File: src/design/lcom_pkg.sv
// Shared constants, types and codes of the lidar curvature / occlusion marker.
`timescale 1ns / 1ps

package lcom_pkg;

  // Window geometry
  localparam int unsigned HALF_WINDOW = 5;
  localparam int unsigned DELAY       = HALF_WINDOW + 1;
  localparam int unsigned WIN         = 2 * DELAY;
  localparam int unsigned MAX_POINTS  = 65536;

  localparam int unsigned CNT_W  = $clog2(MAX_POINTS);
  localparam int unsigned SLOT_W = $clog2(DELAY + 1);
  localparam int unsigned FAR_W  = $clog2(HALF_WINDOW + 1);

  // Field widths
  localparam int unsigned RANGE_W = 18;
  localparam int unsigned COL_W   = 11;
  localparam int unsigned INT_W   = 16;
  localparam int unsigned IDX_W   = 16;
  localparam int unsigned CURV_W  = 43;
  localparam int unsigned CLASS_W = 2;

  // Curvature arithmetic
  localparam int unsigned MAG_W = RANGE_W + $clog2(2 * HALF_WINDOW);
  localparam int unsigned SQ_W  = 2 * MAG_W;

  // Register widths and reset values
  localparam int unsigned OCC_W      = 16;
  localparam int unsigned GAP_W      = 11;
  localparam int unsigned RATIO_W    = 10;
  localparam int unsigned LANE_W     = 16;
  localparam int unsigned CONTRAST_W = 17;

  localparam logic [OCC_W-1:0]      OCC_RST      = OCC_W'(300);
  localparam logic [GAP_W-1:0]      GAP_RST      = GAP_W'(10);
  localparam logic [RATIO_W-1:0]    RATIO_RST    = RATIO_W'(20);
  localparam logic [LANE_W-1:0]     LANE_RST     = LANE_W'(600);
  localparam logic [CONTRAST_W-1:0] CONTRAST_RST = CONTRAST_W'(590);

  // Parallel beam test
  localparam int unsigned PROD_W   = RANGE_W + RATIO_W;
  localparam int unsigned PERMILLE = 1000;

  // APB
  localparam int unsigned NUM_REGS   = 5;
  localparam int unsigned APB_DATA_W = 32;
  localparam int unsigned APB_ADDR_W = $clog2(4 * NUM_REGS);
  localparam int unsigned REG_IDX_W  = APB_ADDR_W - 2;

  typedef enum logic [REG_IDX_W-1:0] {
    REG_OCC_DEPTH     = 0,
    REG_COL_GAP       = 1,
    REG_BEAM_RATIO    = 2,
    REG_LANE_INT      = 3,
    REG_LANE_CONTRAST = 4
  } cfg_reg_e;

  typedef enum logic [CLASS_W-1:0] {
    LANE_NONE    = 0,
    LANE_CORNER  = 1,
    LANE_SURFACE = 2
  } lane_class_e;

  typedef enum logic {
    ST_RUN,
    ST_DRAIN
  } state_e;

  typedef struct packed {
    logic [RANGE_W-1:0] range_mm;
    logic [COL_W-1:0]   column;
    logic [INT_W-1:0]   intensity;
    logic               rej;
  } slot_t;

  typedef struct packed {
    logic near;
    logic far;
    logic par;
  } mark_t;

  typedef struct packed {
    logic [OCC_W-1:0]      occ_depth;
    logic [GAP_W-1:0]      col_gap;
    logic [RATIO_W-1:0]    beam_ratio;
    logic [LANE_W-1:0]     lane_int;
    logic [CONTRAST_W-1:0] lane_contrast;
  } cfg_t;

  typedef struct packed {
    logic [CNT_W-1:0] idx;
    logic             inr;
    logic             last;
  } meta_t;

endpackage

File: src/design/lcom_point_if.sv
// Input point channel: valid/ready handshake with the point payload.
`timescale 1ns / 1ps

interface lcom_point_if;
  import lcom_pkg::*;

  logic               valid;
  logic               ready;
  logic [RANGE_W-1:0] range_mm;
  logic [COL_W-1:0]   column;
  logic [INT_W-1:0]   intensity_tenths;
  logic               end_of_cloud;

  modport source (output valid, output range_mm, output column, output intensity_tenths,
                  output end_of_cloud, input ready);
  modport sink   (input valid, input range_mm, input column, input intensity_tenths,
                  input end_of_cloud, output ready);
endinterface

File: src/design/lcom_result_if.sv
// Result channel: valid/ready handshake with the per-point result payload.
`timescale 1ns / 1ps

interface lcom_result_if;
  import lcom_pkg::*;

  logic               valid;
  logic               ready;
  logic [IDX_W-1:0]   point_index;
  logic [CURV_W-1:0]  curvature;
  logic               rejected;
  logic [CLASS_W-1:0] lane_class;
  logic               in_range;
  logic               last_out;

  modport source (output valid, output point_index, output curvature, output rejected,
                  output lane_class, output in_range, output last_out, input ready);
  modport sink   (input valid, input point_index, input curvature, input rejected,
                  input lane_class, input in_range, input last_out, output ready);
endinterface

File: src/design/lcom_cell.sv
// One window cell: holds a point and takes its upstream neighbour on each shift.
`timescale 1ns / 1ps

module lcom_cell (
  input  logic            clk_i,
  input  logic            rst_ni,
  input  logic            shift_i,
  input  logic            mark_i,
  input  lcom_pkg::slot_t up_i,
  output lcom_pkg::slot_t slot_o
);
  import lcom_pkg::*;

  slot_t slot_q, slot_d;

  // reject marks raised this shift merge into the incoming point
  always_comb begin
    slot_d     = up_i;
    slot_d.rej = up_i.rej | mark_i;
  end

  always_ff @(posedge clk_i or negedge rst_ni) begin
    if (!rst_ni) begin
      slot_q <= '0;
    end else if (shift_i) begin
      slot_q <= slot_d;
    end
  end

  assign slot_o = slot_q;

endmodule

File: src/design/lcom_edge.sv
// Occlusion edge and parallel beam tests between the newest point and its predecessors.
`timescale 1ns / 1ps

module lcom_edge (
  input  logic                         en_i,
  input  lcom_pkg::slot_t              prev_i,
  input  lcom_pkg::slot_t              prev2_i,
  input  logic [lcom_pkg::RANGE_W-1:0] new_range_i,
  input  logic [lcom_pkg::COL_W-1:0]   new_col_i,
  input  lcom_pkg::cfg_t               cfg_i,
  output lcom_pkg::mark_t              mark_o
);
  import lcom_pkg::*;

  logic [COL_W-1:0]   col_diff;
  logic               nbr;
  logic               is_drop;
  logic [RANGE_W-1:0] drop;
  logic [RANGE_W-1:0] rise;
  logic [RANGE_W-1:0] dist_new;
  logic [RANGE_W-1:0] dist_prev;
  logic [PROD_W-1:0]  lim;
  logic [PROD_W-1:0]  new_scaled;
  logic [PROD_W-1:0]  prev_scaled;

  always_comb begin
    col_diff = (new_col_i > prev_i.column) ? new_col_i - prev_i.column
                                           : prev_i.column - new_col_i;
    nbr      = col_diff < cfg_i.col_gap;

    is_drop  = prev_i.range_mm > new_range_i;
    drop     = prev_i.range_mm - new_range_i;
    rise     = new_range_i - prev_i.range_mm;
    dist_new = is_drop ? drop : rise;
    dist_prev = (prev2_i.range_mm > prev_i.range_mm) ? prev2_i.range_mm - prev_i.range_mm
                                                     : prev_i.range_mm - prev2_i.range_mm;

    // both range steps must exceed ratio/1000 of the centre range
    lim         = PROD_W'(cfg_i.beam_ratio) * PROD_W'(prev_i.range_mm);
    new_scaled  = PROD_W'(dist_new) * PROD_W'(PERMILLE);
    prev_scaled = PROD_W'(dist_prev) * PROD_W'(PERMILLE);

    mark_o.near = en_i && nbr && is_drop && (drop > RANGE_W'(cfg_i.occ_depth));
    mark_o.far  = en_i && nbr && !is_drop && (rise > RANGE_W'(cfg_i.occ_depth));
    mark_o.par  = en_i && (prev_scaled > lim) && (new_scaled > lim);
  end

endmodule

File: src/design/lcom_result_pipe.sv
// Result pipeline: window sums and lane class, magnitude, square and output register.
`timescale 1ns / 1ps

module lcom_result_pipe (
  input  logic            clk_i,
  input  logic            rst_ni,
  input  logic            cap_valid_i,
  output logic            cap_ready_o,
  input  lcom_pkg::slot_t win_i [lcom_pkg::WIN],
  input  lcom_pkg::meta_t meta_i,
  input  lcom_pkg::cfg_t  cfg_i,
  lcom_result_if.source   result_o
);
  import lcom_pkg::*;

  localparam int unsigned EXT_W = (SQ_W > CURV_W) ? SQ_W : CURV_W;

  // capture
  logic [MAG_W-1:0]      pair_sum [HALF_WINDOW];
  logic [MAG_W-1:0]      nsum;
  logic [MAG_W-1:0]      csum;
  logic [INT_W:0]        twice;
  logic [INT_W:0]        sides;
  logic [INT_W:0]        lap;
  logic [CONTRAST_W-1:0] lap_ext;
  lane_class_e           cls;

  // stage a
  logic             a_valid_q;
  logic [MAG_W-1:0] a_nsum_q;
  logic [MAG_W-1:0] a_csum_q;
  meta_t            a_meta_q;
  logic             a_rej_q;
  lane_class_e      a_cls_q;

  // stage b
  logic             b_valid_q;
  logic [MAG_W-1:0] b_mag_q;
  meta_t            b_meta_q;
  logic             b_rej_q;
  lane_class_e      b_cls_q;

  // output register
  logic              c_valid_q;
  logic [CURV_W-1:0] c_curv_q;
  meta_t             c_meta_q;
  logic              c_rej_q;
  lane_class_e       c_cls_q;

  logic              adv_a, adv_b, adv_c;
  logic [SQ_W-1:0]   sq;
  logic [EXT_W-1:0]  sq_ext;
  logic [CURV_W-1:0] curv;

  assign adv_c       = !c_valid_q || result_o.ready;
  assign adv_b       = !b_valid_q || adv_c;
  assign adv_a       = !a_valid_q || adv_b;
  assign cap_ready_o = adv_a;

  always_comb begin
    for (int d = 0; d < HALF_WINDOW; d++) begin
      pair_sum[d] = MAG_W'(win_i[DELAY-1-d].range_mm) + MAG_W'(win_i[DELAY+1+d].range_mm);
    end
    nsum = '0;
    for (int d = 0; d < HALF_WINDOW; d++) begin
      nsum = nsum + pair_sum[d];
    end
    csum = MAG_W'(win_i[DELAY].range_mm) * MAG_W'(2 * HALF_WINDOW);

    // intensity second difference, absolute
    twice   = {win_i[DELAY].intensity, 1'b0};
    sides   = (INT_W + 1)'(win_i[DELAY-1].intensity) + (INT_W + 1)'(win_i[DELAY+1].intensity);
    lap     = (twice >= sides) ? twice - sides : sides - twice;
    lap_ext = CONTRAST_W'(lap);

    cls = LANE_NONE;
    if (meta_i.inr && (win_i[DELAY].intensity == cfg_i.lane_int)) begin
      if (lap_ext == cfg_i.lane_contrast) begin
        cls = LANE_CORNER;
      end else if (lap_ext == '0) begin
        cls = LANE_SURFACE;
      end
    end
  end

  always_ff @(posedge clk_i or negedge rst_ni) begin
    if (!rst_ni) begin
      a_valid_q <= 1'b0;
      b_valid_q <= 1'b0;
      c_valid_q <= 1'b0;
    end else begin
      if (adv_a) a_valid_q <= cap_valid_i;
      if (adv_b) b_valid_q <= a_valid_q;
      if (adv_c) c_valid_q <= b_valid_q;
    end
  end

  always_comb begin
    sq     = SQ_W'(b_mag_q) * SQ_W'(b_mag_q);
    sq_ext = EXT_W'(sq);
    curv   = (sq_ext > EXT_W'({CURV_W{1'b1}})) ? {CURV_W{1'b1}} : CURV_W'(sq_ext);
  end

  always_ff @(posedge clk_i) begin
    if (adv_a) begin
      a_nsum_q <= meta_i.inr ? nsum : '0;
      a_csum_q <= meta_i.inr ? csum : '0;
      a_meta_q <= meta_i;
      a_rej_q  <= win_i[DELAY].rej;
      a_cls_q  <= cls;
    end
    if (adv_b) begin
      b_mag_q  <= (a_nsum_q >= a_csum_q) ? a_nsum_q - a_csum_q : a_csum_q - a_nsum_q;
      b_meta_q <= a_meta_q;
      b_rej_q  <= a_rej_q;
      b_cls_q  <= a_cls_q;
    end
    if (adv_c) begin
      c_curv_q <= curv;
      c_meta_q <= b_meta_q;
      c_rej_q  <= b_rej_q;
      c_cls_q  <= b_cls_q;
    end
  end

  assign result_o.valid       = c_valid_q;
  assign result_o.point_index = IDX_W'(c_meta_q.idx);
  assign result_o.curvature   = c_curv_q;
  assign result_o.rejected    = c_rej_q;
  assign result_o.lane_class  = c_cls_q;
  assign result_o.in_range    = c_meta_q.inr;
  assign result_o.last_out    = c_meta_q.last;

endmodule

File: src/design/lidar_curvature_occlusion_marker_unit.sv
// Top level of the lidar curvature and occlusion marker: cell chain, control and APB registers.
`timescale 1ns / 1ps

// Channel    Dir  Handshake              Transaction
// point_i    in   valid/ready            one lidar point (range, column, intensity, end flag)
// result_o   out  valid/ready            one point result (index, curvature, flags, class)
// APB        in   psel/penable/pready    register write or read, pready tied high
//
// Sustained rate is one point per cycle. A point's result is captured from cell DELAY
// when the point HALF_WINDOW+1 places later arrives, then passes two register stages
// (window sums, magnitude) to the output register, which takes the square.
// The last point of a cloud starts a drain: the chain shifts once a cycle and each
// pending point is captured as it reaches cell DELAY; point_i.ready is low for the drain.
// A stalled result holds the whole pipe and then the chain.
// Reset clears control state, the cells and the registers to their reset values.

module lidar_curvature_occlusion_marker_unit (
  input  logic                              clk_i,
  input  logic                              rst_ni,
  lcom_point_if.sink                        point_i,
  lcom_result_if.source                     result_o,
  input  logic                              psel,
  input  logic                              penable,
  input  logic                              pwrite,
  input  logic [lcom_pkg::APB_ADDR_W-1:0]   paddr,
  input  logic [lcom_pkg::APB_DATA_W-1:0]   pwdata,
  output logic [lcom_pkg::APB_DATA_W-1:0]   prdata,
  output logic                              pready
);
  import lcom_pkg::*;

  // ---------------------------------------------------------------------------
  // APB register file
  // ---------------------------------------------------------------------------
  cfg_t     cfg_q, cfg_d;
  cfg_reg_e reg_sel;
  logic     cfg_wr;

  assign pready  = 1'b1;
  assign reg_sel = cfg_reg_e'(paddr[APB_ADDR_W-1:2]);
  assign cfg_wr  = psel && penable && pwrite;

  always_comb begin
    cfg_d = cfg_q;
    if (cfg_wr) begin
      case (reg_sel)
        REG_OCC_DEPTH:     cfg_d.occ_depth     = pwdata[OCC_W-1:0];
        REG_COL_GAP:       cfg_d.col_gap       = pwdata[GAP_W-1:0];
        REG_BEAM_RATIO:    cfg_d.beam_ratio    = pwdata[RATIO_W-1:0];
        REG_LANE_INT:      cfg_d.lane_int      = pwdata[LANE_W-1:0];
        REG_LANE_CONTRAST: cfg_d.lane_contrast = pwdata[CONTRAST_W-1:0];
        default: ;  // unmapped: ignored
      endcase
    end
  end

  always_comb begin
    case (reg_sel)
      REG_OCC_DEPTH:     prdata = APB_DATA_W'(cfg_q.occ_depth);
      REG_COL_GAP:       prdata = APB_DATA_W'(cfg_q.col_gap);
      REG_BEAM_RATIO:    prdata = APB_DATA_W'(cfg_q.beam_ratio);
      REG_LANE_INT:      prdata = APB_DATA_W'(cfg_q.lane_int);
      REG_LANE_CONTRAST: prdata = APB_DATA_W'(cfg_q.lane_contrast);
      default:           prdata = '0;
    endcase
  end

  always_ff @(posedge clk_i or negedge rst_ni) begin
    if (!rst_ni) begin
      cfg_q.occ_depth     <= OCC_RST;
      cfg_q.col_gap       <= GAP_RST;
      cfg_q.beam_ratio    <= RATIO_RST;
      cfg_q.lane_int      <= LANE_RST;
      cfg_q.lane_contrast <= CONTRAST_RST;
    end else begin
      cfg_q <= cfg_d;
    end
  end

  // ---------------------------------------------------------------------------
  // Control
  // ---------------------------------------------------------------------------
  state_e            state_q, state_d;
  logic [CNT_W-1:0]  n_q, n_d;          // points taken in this cloud
  logic [CNT_W-1:0]  idx_q, idx_d;      // index of the point in cell DELAY
  logic [SLOT_W-1:0] slot_q, slot_d;    // its slot in the post-arrival window
  logic [SLOT_W-1:0] top_q, top_d;      // oldest slot that still owes a result
  logic [FAR_W-1:0]  far_cnt_q, far_cnt_d;
  logic              pend_q, pend_d;    // cell DELAY holds a result to capture

  logic  point_ready;
  logic  drain_step;
  logic  acc;
  logic  last_pt;
  logic  win_free;
  logic  cap_ready;
  logic  shift;
  mark_t marks;
  meta_t meta;

  assign win_free = !pend_q || cap_ready;
  assign acc      = point_i.valid && point_ready;
  assign last_pt  = point_i.end_of_cloud || (n_q == CNT_W'(MAX_POINTS - 1));
  assign shift    = acc || (drain_step && (slot_q != '0));

  always_comb begin : fsm_next
    state_d = state_q;
    case (state_q)
      ST_RUN:   if (acc && last_pt) state_d = ST_DRAIN;
      ST_DRAIN: if (drain_step && (slot_q == '0)) state_d = ST_RUN;
      default:  state_d = ST_RUN;
    endcase
  end

  always_comb begin : fsm_out
    point_ready = 1'b0;
    drain_step  = 1'b0;
    case (state_q)
      ST_RUN:   point_ready = win_free;
      ST_DRAIN: drain_step  = win_free;
      default: ;
    endcase
  end

  assign point_i.ready = point_ready;

  always_comb begin
    n_d       = n_q;
    idx_d     = idx_q;
    slot_d    = slot_q;
    top_d     = top_q;
    far_cnt_d = far_cnt_q;
    pend_d    = pend_q && !cap_ready;

    if (acc) begin
      idx_d  = CNT_W'(n_q - CNT_W'(DELAY));
      slot_d = SLOT_W'(DELAY);
      pend_d = n_q >= CNT_W'(DELAY);
      top_d  = (n_q >= CNT_W'(DELAY)) ? SLOT_W'(DELAY) : SLOT_W'(n_q);
      if (last_pt) begin
        n_d       = '0;
        far_cnt_d = '0;
      end else begin
        n_d = n_q + 1'b1;
        // a far-side edge marks this point and the next HALF_WINDOW
        if (marks.far) begin
          far_cnt_d = FAR_W'(HALF_WINDOW);
        end else if (far_cnt_q != '0) begin
          far_cnt_d = far_cnt_q - 1'b1;
        end
      end
    end else if (drain_step && (slot_q != '0)) begin
      slot_d = slot_q - 1'b1;
      idx_d  = idx_q + 1'b1;
      pend_d = (slot_q - 1'b1) <= top_q;
    end
  end

  always_ff @(posedge clk_i or negedge rst_ni) begin
    if (!rst_ni) begin
      state_q   <= ST_RUN;
      n_q       <= '0;
      idx_q     <= '0;
      slot_q    <= '0;
      top_q     <= '0;
      far_cnt_q <= '0;
      pend_q    <= 1'b0;
    end else begin
      state_q   <= state_d;
      n_q       <= n_d;
      idx_q     <= idx_d;
      slot_q    <= slot_d;
      top_q     <= top_d;
      far_cnt_q <= far_cnt_d;
      pend_q    <= pend_d;
    end
  end

  // ---------------------------------------------------------------------------
  // Cell chain: cell 0 takes the new point, cell j the old content of cell j-1
  // ---------------------------------------------------------------------------
  slot_t          win [WIN];
  slot_t          up  [WIN];
  slot_t          new_slot;
  logic [WIN-1:0] mark;

  lcom_edge u_edge (
    .en_i        (n_q >= CNT_W'(DELAY)),
    .prev_i      (win[0]),
    .prev2_i     (win[1]),
    .new_range_i (point_i.range_mm),
    .new_col_i   (point_i.column),
    .cfg_i       (cfg_q),
    .mark_o      (marks)
  );

  always_comb begin
    if (state_q == ST_DRAIN) begin
      new_slot = '0;  // flush fill
    end else begin
      new_slot.range_mm  = point_i.range_mm;
      new_slot.column    = point_i.column;
      new_slot.intensity = point_i.intensity_tenths;
      new_slot.rej       = marks.far || (far_cnt_q != '0);
    end

    up[0] = new_slot;
    for (int j = 1; j < WIN; j++) begin
      up[j] = win[j-1];
    end

    // near-side edge marks the previous point and HALF_WINDOW before it;
    // a parallel beam marks the previous point alone
    mark = '0;
    if (acc) begin
      for (int j = 1; j <= DELAY; j++) begin
        mark[j] = marks.near;
      end
      mark[1] = marks.near || marks.par;
    end
  end

  for (genvar j = 0; j < WIN; j++) begin : g_cell
    lcom_cell u_cell (
      .clk_i   (clk_i),
      .rst_ni  (rst_ni),
      .shift_i (shift),
      .mark_i  (mark[j]),
      .up_i    (up[j]),
      .slot_o  (win[j])
    );
  end

  // ---------------------------------------------------------------------------
  // Result pipe
  // ---------------------------------------------------------------------------
  assign meta.idx  = idx_q;
  assign meta.inr  = (slot_q >= SLOT_W'(HALF_WINDOW)) && (idx_q >= CNT_W'(HALF_WINDOW));
  assign meta.last = (state_q == ST_DRAIN) && (slot_q == '0);

  lcom_result_pipe u_pipe (
    .clk_i       (clk_i),
    .rst_ni      (rst_ni),
    .cap_valid_i (pend_q),
    .cap_ready_o (cap_ready),
    .win_i       (win),
    .meta_i      (meta),
    .cfg_i       (cfg_q),
    .result_o    (result_o)
  );

endmodule
File: src/flat_wrapper.sv
// flat-port wrapper written by rule: the top's interface ports become plain ports
module lidar_curvature_occlusion_marker_unit_flat import lcom_pkg::*;
  (clk_i, rst_ni, psel, penable, pwrite, paddr, pwdata, prdata, pready, point_i_valid, point_i_range_mm, point_i_column, point_i_intensity_tenths, point_i_end_of_cloud, point_i_ready, result_o_valid, result_o_point_index, result_o_curvature, result_o_rejected, result_o_lane_class, result_o_in_range, result_o_last_out, result_o_ready);
  lcom_point_if point_i_i ();
  lcom_result_if result_o_i ();
  input  logic clk_i;
  input  logic rst_ni;
  input  logic psel;
  input  logic penable;
  input  logic pwrite;
  input  logic [lcom_pkg::APB_ADDR_W-1:0] paddr;
  input  logic [lcom_pkg::APB_DATA_W-1:0] pwdata;
  output logic [lcom_pkg::APB_DATA_W-1:0] prdata;
  output logic pready;
  input wire logic [$bits(point_i_i.valid)-1:0] point_i_valid;
  input wire logic [$bits(point_i_i.range_mm)-1:0] point_i_range_mm;
  input wire logic [$bits(point_i_i.column)-1:0] point_i_column;
  input wire logic [$bits(point_i_i.intensity_tenths)-1:0] point_i_intensity_tenths;
  input wire logic [$bits(point_i_i.end_of_cloud)-1:0] point_i_end_of_cloud;
  output wire logic [$bits(point_i_i.ready)-1:0] point_i_ready;
  output wire logic [$bits(result_o_i.valid)-1:0] result_o_valid;
  output wire logic [$bits(result_o_i.point_index)-1:0] result_o_point_index;
  output wire logic [$bits(result_o_i.curvature)-1:0] result_o_curvature;
  output wire logic [$bits(result_o_i.rejected)-1:0] result_o_rejected;
  output wire logic [$bits(result_o_i.lane_class)-1:0] result_o_lane_class;
  output wire logic [$bits(result_o_i.in_range)-1:0] result_o_in_range;
  output wire logic [$bits(result_o_i.last_out)-1:0] result_o_last_out;
  input wire logic [$bits(result_o_i.ready)-1:0] result_o_ready;
  assign point_i_i.valid = point_i_valid;
  assign point_i_i.range_mm = point_i_range_mm;
  assign point_i_i.column = point_i_column;
  assign point_i_i.intensity_tenths = point_i_intensity_tenths;
  assign point_i_i.end_of_cloud = point_i_end_of_cloud;
  assign point_i_ready = point_i_i.ready;
  assign result_o_valid = result_o_i.valid;
  assign result_o_point_index = result_o_i.point_index;
  assign result_o_curvature = result_o_i.curvature;
  assign result_o_rejected = result_o_i.rejected;
  assign result_o_lane_class = result_o_i.lane_class;
  assign result_o_in_range = result_o_i.in_range;
  assign result_o_last_out = result_o_i.last_out;
  assign result_o_i.ready = result_o_ready;
  lidar_curvature_occlusion_marker_unit u_core (.clk_i(clk_i), .rst_ni(rst_ni), .point_i(point_i_i), .result_o(result_o_i), .psel(psel), .penable(penable), .pwrite(pwrite), .paddr(paddr), .pwdata(pwdata), .prdata(prdata), .pready(pready));
endmodule
File: config.mk
export PLATFORM = sky130hd
export DESIGN_NAME = lidar_curvature_occlusion_marker_unit_flat
export DESIGN_NICKNAME = d
export VERILOG_FILES = /design/src/design/lcom_pkg.sv /design/src/design/lcom_point_if.sv /design/src/design/lcom_result_if.sv /design/src/design/lcom_cell.sv /design/src/design/lcom_edge.sv /design/src/design/lcom_result_pipe.sv /design/src/design/lidar_curvature_occlusion_marker_unit.sv /design/src/flat_wrapper.sv
export SDC_FILE = /design/constraint.sdc
export NUM_CORES = 2
export LEC_CHECK = 0
export BUFFER_PORTS_ARGS = -buffer_cell sky130_fd_sc_hd__buf_2
export CAP_MARGIN = 30
export CORE_MARGIN = 5
export CORE_UTILIZATION = 54
export DETAILED_ROUTE_END_ITERATION = 16
export PLACE_DENSITY = 0.82
export SYNTH_ARGS = -nofsm -noshare
export SYNTH_HDL_FRONTEND = slang
export SYNTH_SLANG_ARGS = --single-unit
File: constraint.sdc
create_clock -name clk_i -period 17.94 [get_ports clk_i]
set_input_delay 1.794 -clock clk_i [delete_from_list [all_inputs] [get_ports clk_i]]
set_output_delay 1.794 -clock clk_i [all_outputs]
set_load 0.01 [all_outputs]
# Word level (Yosys, flattened, before mapping)
# Index checks and enable logic that the tools add are counted.
dict set report totals {
  reg_bits 650
  input_bits 90
  out_inout_bits 99
  wordCells 195
}
dict set report op_classes {
  add_sub_neg 25
  n_mul 5
  magnitude_cmp 15
  eq_ne 7
  mux 26
  n_bitwise 8
  n_reduce_logical 45
}
# cell n
set op_table {}
lappend op_table {{adder 18 x 18 -> 19 bit} 5}
lappend op_table {{case mux 17 bit (5 select lines)} 1}
lappend op_table {{subtractor 18 bit} 4}
lappend op_table {{greater-than comparator 28 bit} 2}
lappend op_table {{multiplier 18 x 7 -> 25 bit, second input constant} 2}
lappend op_table {{2-to-1 mux 16 bit} 3}
lappend op_table {{2-to-1 mux 46 bit} 1}
lappend op_table {{greater-than comparator 44 x 43 -> 1 bit, second input constant} 1}
lappend op_table {{multiplier 22 x 22 -> 44 bit} 1}
lappend op_table {{subtractor 22 bit} 2}
lappend op_table {{greater-than comparator 18 x 16 -> 1 bit} 2}
lappend op_table {{greater-than comparator 18 bit} 2}
lappend op_table {{2-to-1 mux 18 bit} 2}
lappend op_table {{subtractor 17 bit} 2}
lappend op_table {{adder 16 x 1 -> 16 bit, second input constant} 2}
lappend op_table {{>= comparator 16 x 3 -> 1 bit, second input constant} 2}
lappend op_table {{multiplier 10 x 18 -> 28 bit} 1}
lappend op_table {{adder 21 x 19 -> 22 bit} 1}
lappend op_table {{adder 22 x 19 -> 22 bit} 1}
lappend op_table {{>= comparator 22 bit} 1}
lappend op_table {{2-to-1 mux 22 bit} 1}
lappend op_table {{subtractor 11 bit} 2}
lappend op_table {{adder 20 x 19 -> 21 bit} 1}
lappend op_table {{multiplier 18 x 3 -> 21 bit, second input constant} 1}
lappend op_table {{33 further kinds} 88}

# Depth between registers and ports, before layout
dict set report depth {
  ltp_word 10
  mapped_depth 41
  depth_no_buf 40
}

# Cells and area by module
# From an unflattened synthesis, not the netlist that was laid out.
dict set report hier_totals {
  hier_cells 7289
  area_unflattened_um2 77599.4
}
# module n_inst cells_each area_per_inst_um2 seq_area_each_um2
set by_module_without_submodules {}
lappend by_module_without_submodules {lcom_result_pipe 1 3218 30629.4 5210.0}
lappend by_module_without_submodules {lcom_cell 12 99 1825.5 1151.1}
lappend by_module_without_submodules {lcom_edge 1 2238 18464.0 0.0}
lappend by_module_without_submodules {lidar_curvature_occlusion_marker_unit 1 645 6600.1 2849.0}

# Least setup slack after synthesis
# OpenSTA, ideal clock, no wires.
dict set report synth_path {
  kind {input to register}
  from {in point_i_range_mm[0]}
  to {reg u_core.g_cell[1].u_cell.slot_q (netlist bit u_core.g_cell[1].u_cell.slot_o[0])}
  setup_time_ns 0.155
  arrival_time_ns 9.896
  required_ns 17.785
  setup_slack_ns 7.889
  stages 36
  path_buffers 1
  path_cell_list {ha_1 inv_1 fa_1 a21o_1 a21oi_1 nor2b_1 o21ai_0 a211oi_1 a311o_1 a31oi_1 o21ai_1 buf_2 mux2i_1 inv_1 ha_1 inv_1 fa_1 fa_1 fa_1 inv_1 ha_1 a21o_1 a21oi_1 nand2_1 a31oi_1 o21ai_0 o41a_1 a41o_1 o41ai_1 xnor2_1 ha_1 nand4_1 nor4_1 a32oi_1 nand4_1 o221ai_1}
}
dict set report synth_between {
  elab_chain_len 8
  word_cells_on_any_way 13
  classes_between {add/sub (2); mul (1); order compare (3); mux (2); bitwise (1); reduce/logical (4)}
}
# item line
set synth_rtl {}
lappend synth_rtl {{start, declared} flat_wrapper.sv:16} ;# input wire logic [$bits(point_i_i.range_mm)-1:0] point_i_range_mm;
lappend synth_rtl {{subtractor 18 bit, or another cell as far along} lcom_edge.sv:33} ;# rise = new_range_i - prev_i.range_mm;
lappend synth_rtl {{2-to-1 mux 18 bit} lcom_edge.sv:34} ;# dist_new = is_drop ? drop : rise;
lappend synth_rtl {{multiplier 18 x 7 -> 25 bit} lcom_edge.sv:40} ;# new_scaled = PROD_W'(dist_new) * PROD_W'(PERMILLE);
lappend synth_rtl {{greater-than comparator 28 bit} lcom_edge.sv:45} ;# mark_o.par = en_i && (prev_scaled > lim) && (new_scaled > lim);
lappend synth_rtl {{logical AND 1 bit} lcom_edge.sv:45}
lappend synth_rtl {{logical OR 1 bit (*)} lidar_curvature_occlusion_marker_unit.sv:219} ;# mark[1] = marks.near || marks.par;
lappend synth_rtl {{2-to-1 mux 6 bit (*)} lidar_curvature_occlusion_marker_unit.sv:215} ;# if (acc) begin
lappend synth_rtl {{bitwise OR 1 bit (*)} lcom_cell.sv:19} ;# slot_d.rej = up_i.rej | mark_i;
lappend synth_rtl {{end signal, assigned} lcom_cell.sv:26} ;# slot_q <= slot_d;
lappend synth_rtl {{end, declared} lcom_cell.sv:14} ;# slot_t slot_q, slot_d;
# Mark *: on every way between the ends. The rest lies on a longest branch, timed or not.
# A chain may end at the register's enable or synchronous reset.

# Final worst setup path
# Same ends and word-level chain as after synthesis.

==> results.py <==
metrics = {
    "outcome": {
        "status": "finished, final reports clean",
    },
    "placed_design": {
        "globalplace.congestion": 0.948,
        "port_buffers": 155,
        "dpl.hpwl_um": 132000,
    },
    "timing": {
        "fin_skew_ns": 0.0401,
        "finalSetupTns_ns": 0,
        "fmax_ghz": 0.0872,
        "hold_violations": 0,
        "finalCritPeriodShare": 0.639,
        "slew_violations": 0,
        "tightest_slew_ns": 1.15,
        "relSlewSlack": 0.236,
        "setup_violations": 0,
        "min_period_ns": 11.46,
        "grt_setup_unrepaired": "no",
    },
    "global_routing": {
        "grt_max_degree": 239,
        "grt_usage": 0.260,
        "overflow": 0,
        "antenna_found_initial": 8,
        "grt_pass1_vias": 51684,
        "grt_pass1_wl_um": 273000,
    },
    "cts": {
        "cts.hold.buffers_added": 0,
        "cts_sinks": 649,
        "cts_tree": "yes",
        "clkTransAtPathRegs_ns": 0.07,
        "insertion_delay_ns": 0.66,
        "cts-htree-levels": 3,
        "cts_resized": 0,
        "cts_root_buffer": "clkbuf_16",
        "post_cts_buffers": 0,
        "numCtsBuffers": 72,
        "cts_buffer_depth": 3,
    },
    "route": {
        "drt-total-wl_um": 169000,
        "vias_per_cell": 5.65,
        "vias": 49820,
        "wl_per_cell_um": 19.2,
        "ant_nets": 0,
        "dr.pass1.iters": 6,
        "drtIter0Drc": 4450,
        "drcViolationCount": 0,
    },
    "critical_path": {
        "reg2reg_from": "u_core.g_cell[0].u_cell.slot_o[28]",
        "arrival_ns": 11.96,
        "crit_fanout": 16,
        "critical_path.top_delay_family": "compound AO/OA/AOI/OAI gates",
        "critical_path.startpoint": "point_i_range_mm[0]",
        "startpoint_type": "primary input",
        "cp_num_buf_inv": 4,
        "crit_type": "in2reg",
        "end_kind": "flop",
        "cp.required_ns": 18.44,
        "max_stage_delay_ns": 0.68,
        "cp_slowest_cell": "mux2i_1",
    },
    "floorplanning": {
        "row_count": 128,
        "coreArea_mm2": 0.122,
        "start_util": 0.543,
        "pin_count": 189,
        "die-area_mm2": 0.130,
        "die_w_um": 360,
        "die_h_um": 360,
    },
    "logic_synthesis": {
        "ys_warn_count": 0,
        "ys.flop_type": "dfrtp_1",
        "synth.ff_latch_count": 649,
        "synthArstFlopShare": 0.737,
        "synth_cell_types": 95,
        "synthesis.area_mm2": 0.0661,
        "ys_seq_area_frac": 0.259,
        "avgSynthCellArea_um2": 9.28,
        "syn_inst": 7123,
        "synth_edf_count": 171,
    },
    "min_path": {
        "holdCritStartpoint": "u_core.u_pipe.b_meta_q[15]",
        "hold_class": "reg2reg",
    },
    "cells_and_area": {
        "syn_to_final_growth_pct": 7.33,
        "final_cell_mix": "1261 x nand2_1, 1114 x inv_1, 737 x fa_1",
        "nets": 8636,
        "drive_above_1_share": 0.0659,
        "layout_commonest_cell": "nand2_1",
    },
    "run": {
        "cap_viol_max_count": 0,
    },
}
[worst reg2reg max path, delay by kind of cell (launching register included)]
kind | cells | cell delay (ns)
buffers and inverters | 4 | 0.42
DFF | 1 | 0.59
adders and majority gates | 8 | 3.12
AOI/OAI and AO/OA | 16 | 4.72
and+or+nand+nor | 5 | 1.04
xor gates and xnor gates | 2 | 0.37
muxes | 1 | 0.68
[metal layers]
| metal | up-vias | wire length, um | global-route usage |
|---|---|---|---|
| met4 | 12 | 7690 | 0.107 |
| li1 | 22890 | - | - |
| met5 | - | 89 | 0 |
| met3 | 481 | 13100 | 0.0460 |
| met1 | 24532 | 67400 | 0.335 |
| met2 | 1905 | 80700 | 0.438 |
[registers in the layout, indices dropped and copies added, names as in the netlist, 3 cells and up]
signal                              count
u_core.slot_q                           3
u_core.idx_q                           16
u_core.u_pipe.result_o.curvature       43
u_core.cfg_q                           70
u_core.u_pipe.b_mag_q                  22
u_core.g_cell.u_cell.slot_o           362
u_core.far_cnt_q                        3
u_core.top_q                            3
u_core.u_pipe.result_o.point_index     16
u_core.n_q                             16
u_core.u_pipe.a_csum_q                 21
u_core.u_pipe.b_meta_q                 18
u_core.u_pipe.a_nsum_q                 22
u_core.u_pipe.a_meta_q                 18
[final timing paths]
check	depth (start not counted)	slack [ns]	endpoint
setup reg to reg	36	6.82	u_core.g_cell[1].u_cell.slot_o[0]
hold reg to reg	0	0.42	u_core.u_pipe.result_o.point_index[13]
setup / recovery	36	6.48	u_core.g_cell[1].u_cell.slot_o[0]
hold / removal	0	0.42	u_core.u_pipe.result_o.point_index[13]
min in group asynchronous	1	1.16	u_core.g_cell[10].u_cell.slot_o[31]
max in group asynchronous	4	14.74	u_core.cfg_q[35]
[kinds of logic (layout without fill, tap and decap cells)]
kind of cell,count (synthesis),count (layout),synth area share
and+or+nand+nor,2164,2164,0.144
DFF,649,649,0.259
other,2,18,0.000114
adders and majority gates,1408,1408,0.350
AOI/OAI and AO/OA,1036,1036,0.0988
xor gates and xnor gates,332,332,0.0455
buffers and inverters,1397,1458,0.0808
muxes,135,135,0.0219
[through the flow]
stage | cells | setup slack [ns] | hold slack [ns] | utilization | instance area (um^2)
final | 8825 | 6.48 | 0.416 | 0.583 | 71000
after CTS | 8821 | 6.68 | 0.402 | 0.583 | 70900
after global routing | 8824 | 5.99 | 0.408 | 0.583 | 71000
after floorplan | 7137 | 7.89 | 0.400 | - | 66200
after global placement | 8681 | 6.07 | 0.402 | 0.561 | 68300
after detailed placement | 8689 | 6.06 | 0.405 | 0.562 | 68400
[synthesized netlist by cell type, drive strengths merged, types with 26 or more instances]
| cell type | instances | area share |
|---|---|---|
| a211oi | 26 | 0.0030 |
| a21o | 164 | 0.019 |
| a21oi | 286 | 0.022 |
| and2 | 192 | 0.018 |
| and3 | 40 | 0.0038 |
| buf | 44 | 0.0039 |
| clkbuf | 234 | 0.013 |
| dfrtp | 461 | 0.17 |
| edfxtp | 171 | 0.078 |
| fa | 737 | 0.22 |
| ha | 669 | 0.13 |
| inv | 1116 | 0.063 |
| mux2 | 76 | 0.013 |
| mux2i | 59 | 0.0089 |
| nand2 | 1265 | 0.072 |
| nand2b | 41 | 0.0039 |
| nand3 | 101 | 0.0076 |
| nand4 | 57 | 0.0056 |
| nor2 | 279 | 0.016 |
| nor2b | 46 | 0.0044 |
| nor3 | 70 | 0.0054 |
| o21a | 44 | 0.0050 |
| o21ai | 286 | 0.022 |
| o21bai | 32 | 0.0036 |
| xnor2 | 180 | 0.024 |
| xor2 | 147 | 0.020 |
[cell type report]
class,count,area [um^2]
diodes,2,5.00
clock buffers,91,1990
clock inverters,41,517
fillers,10083,50700
inverters,1119,4200
multi-input cells,5091,43800
flip-flops and latches,649,17100
well taps,1625,2030
repair buffers,207,1320
Power is not shown: default switching activity piles up to over one toggle a cycle in this logic, so the estimate is an artifact.
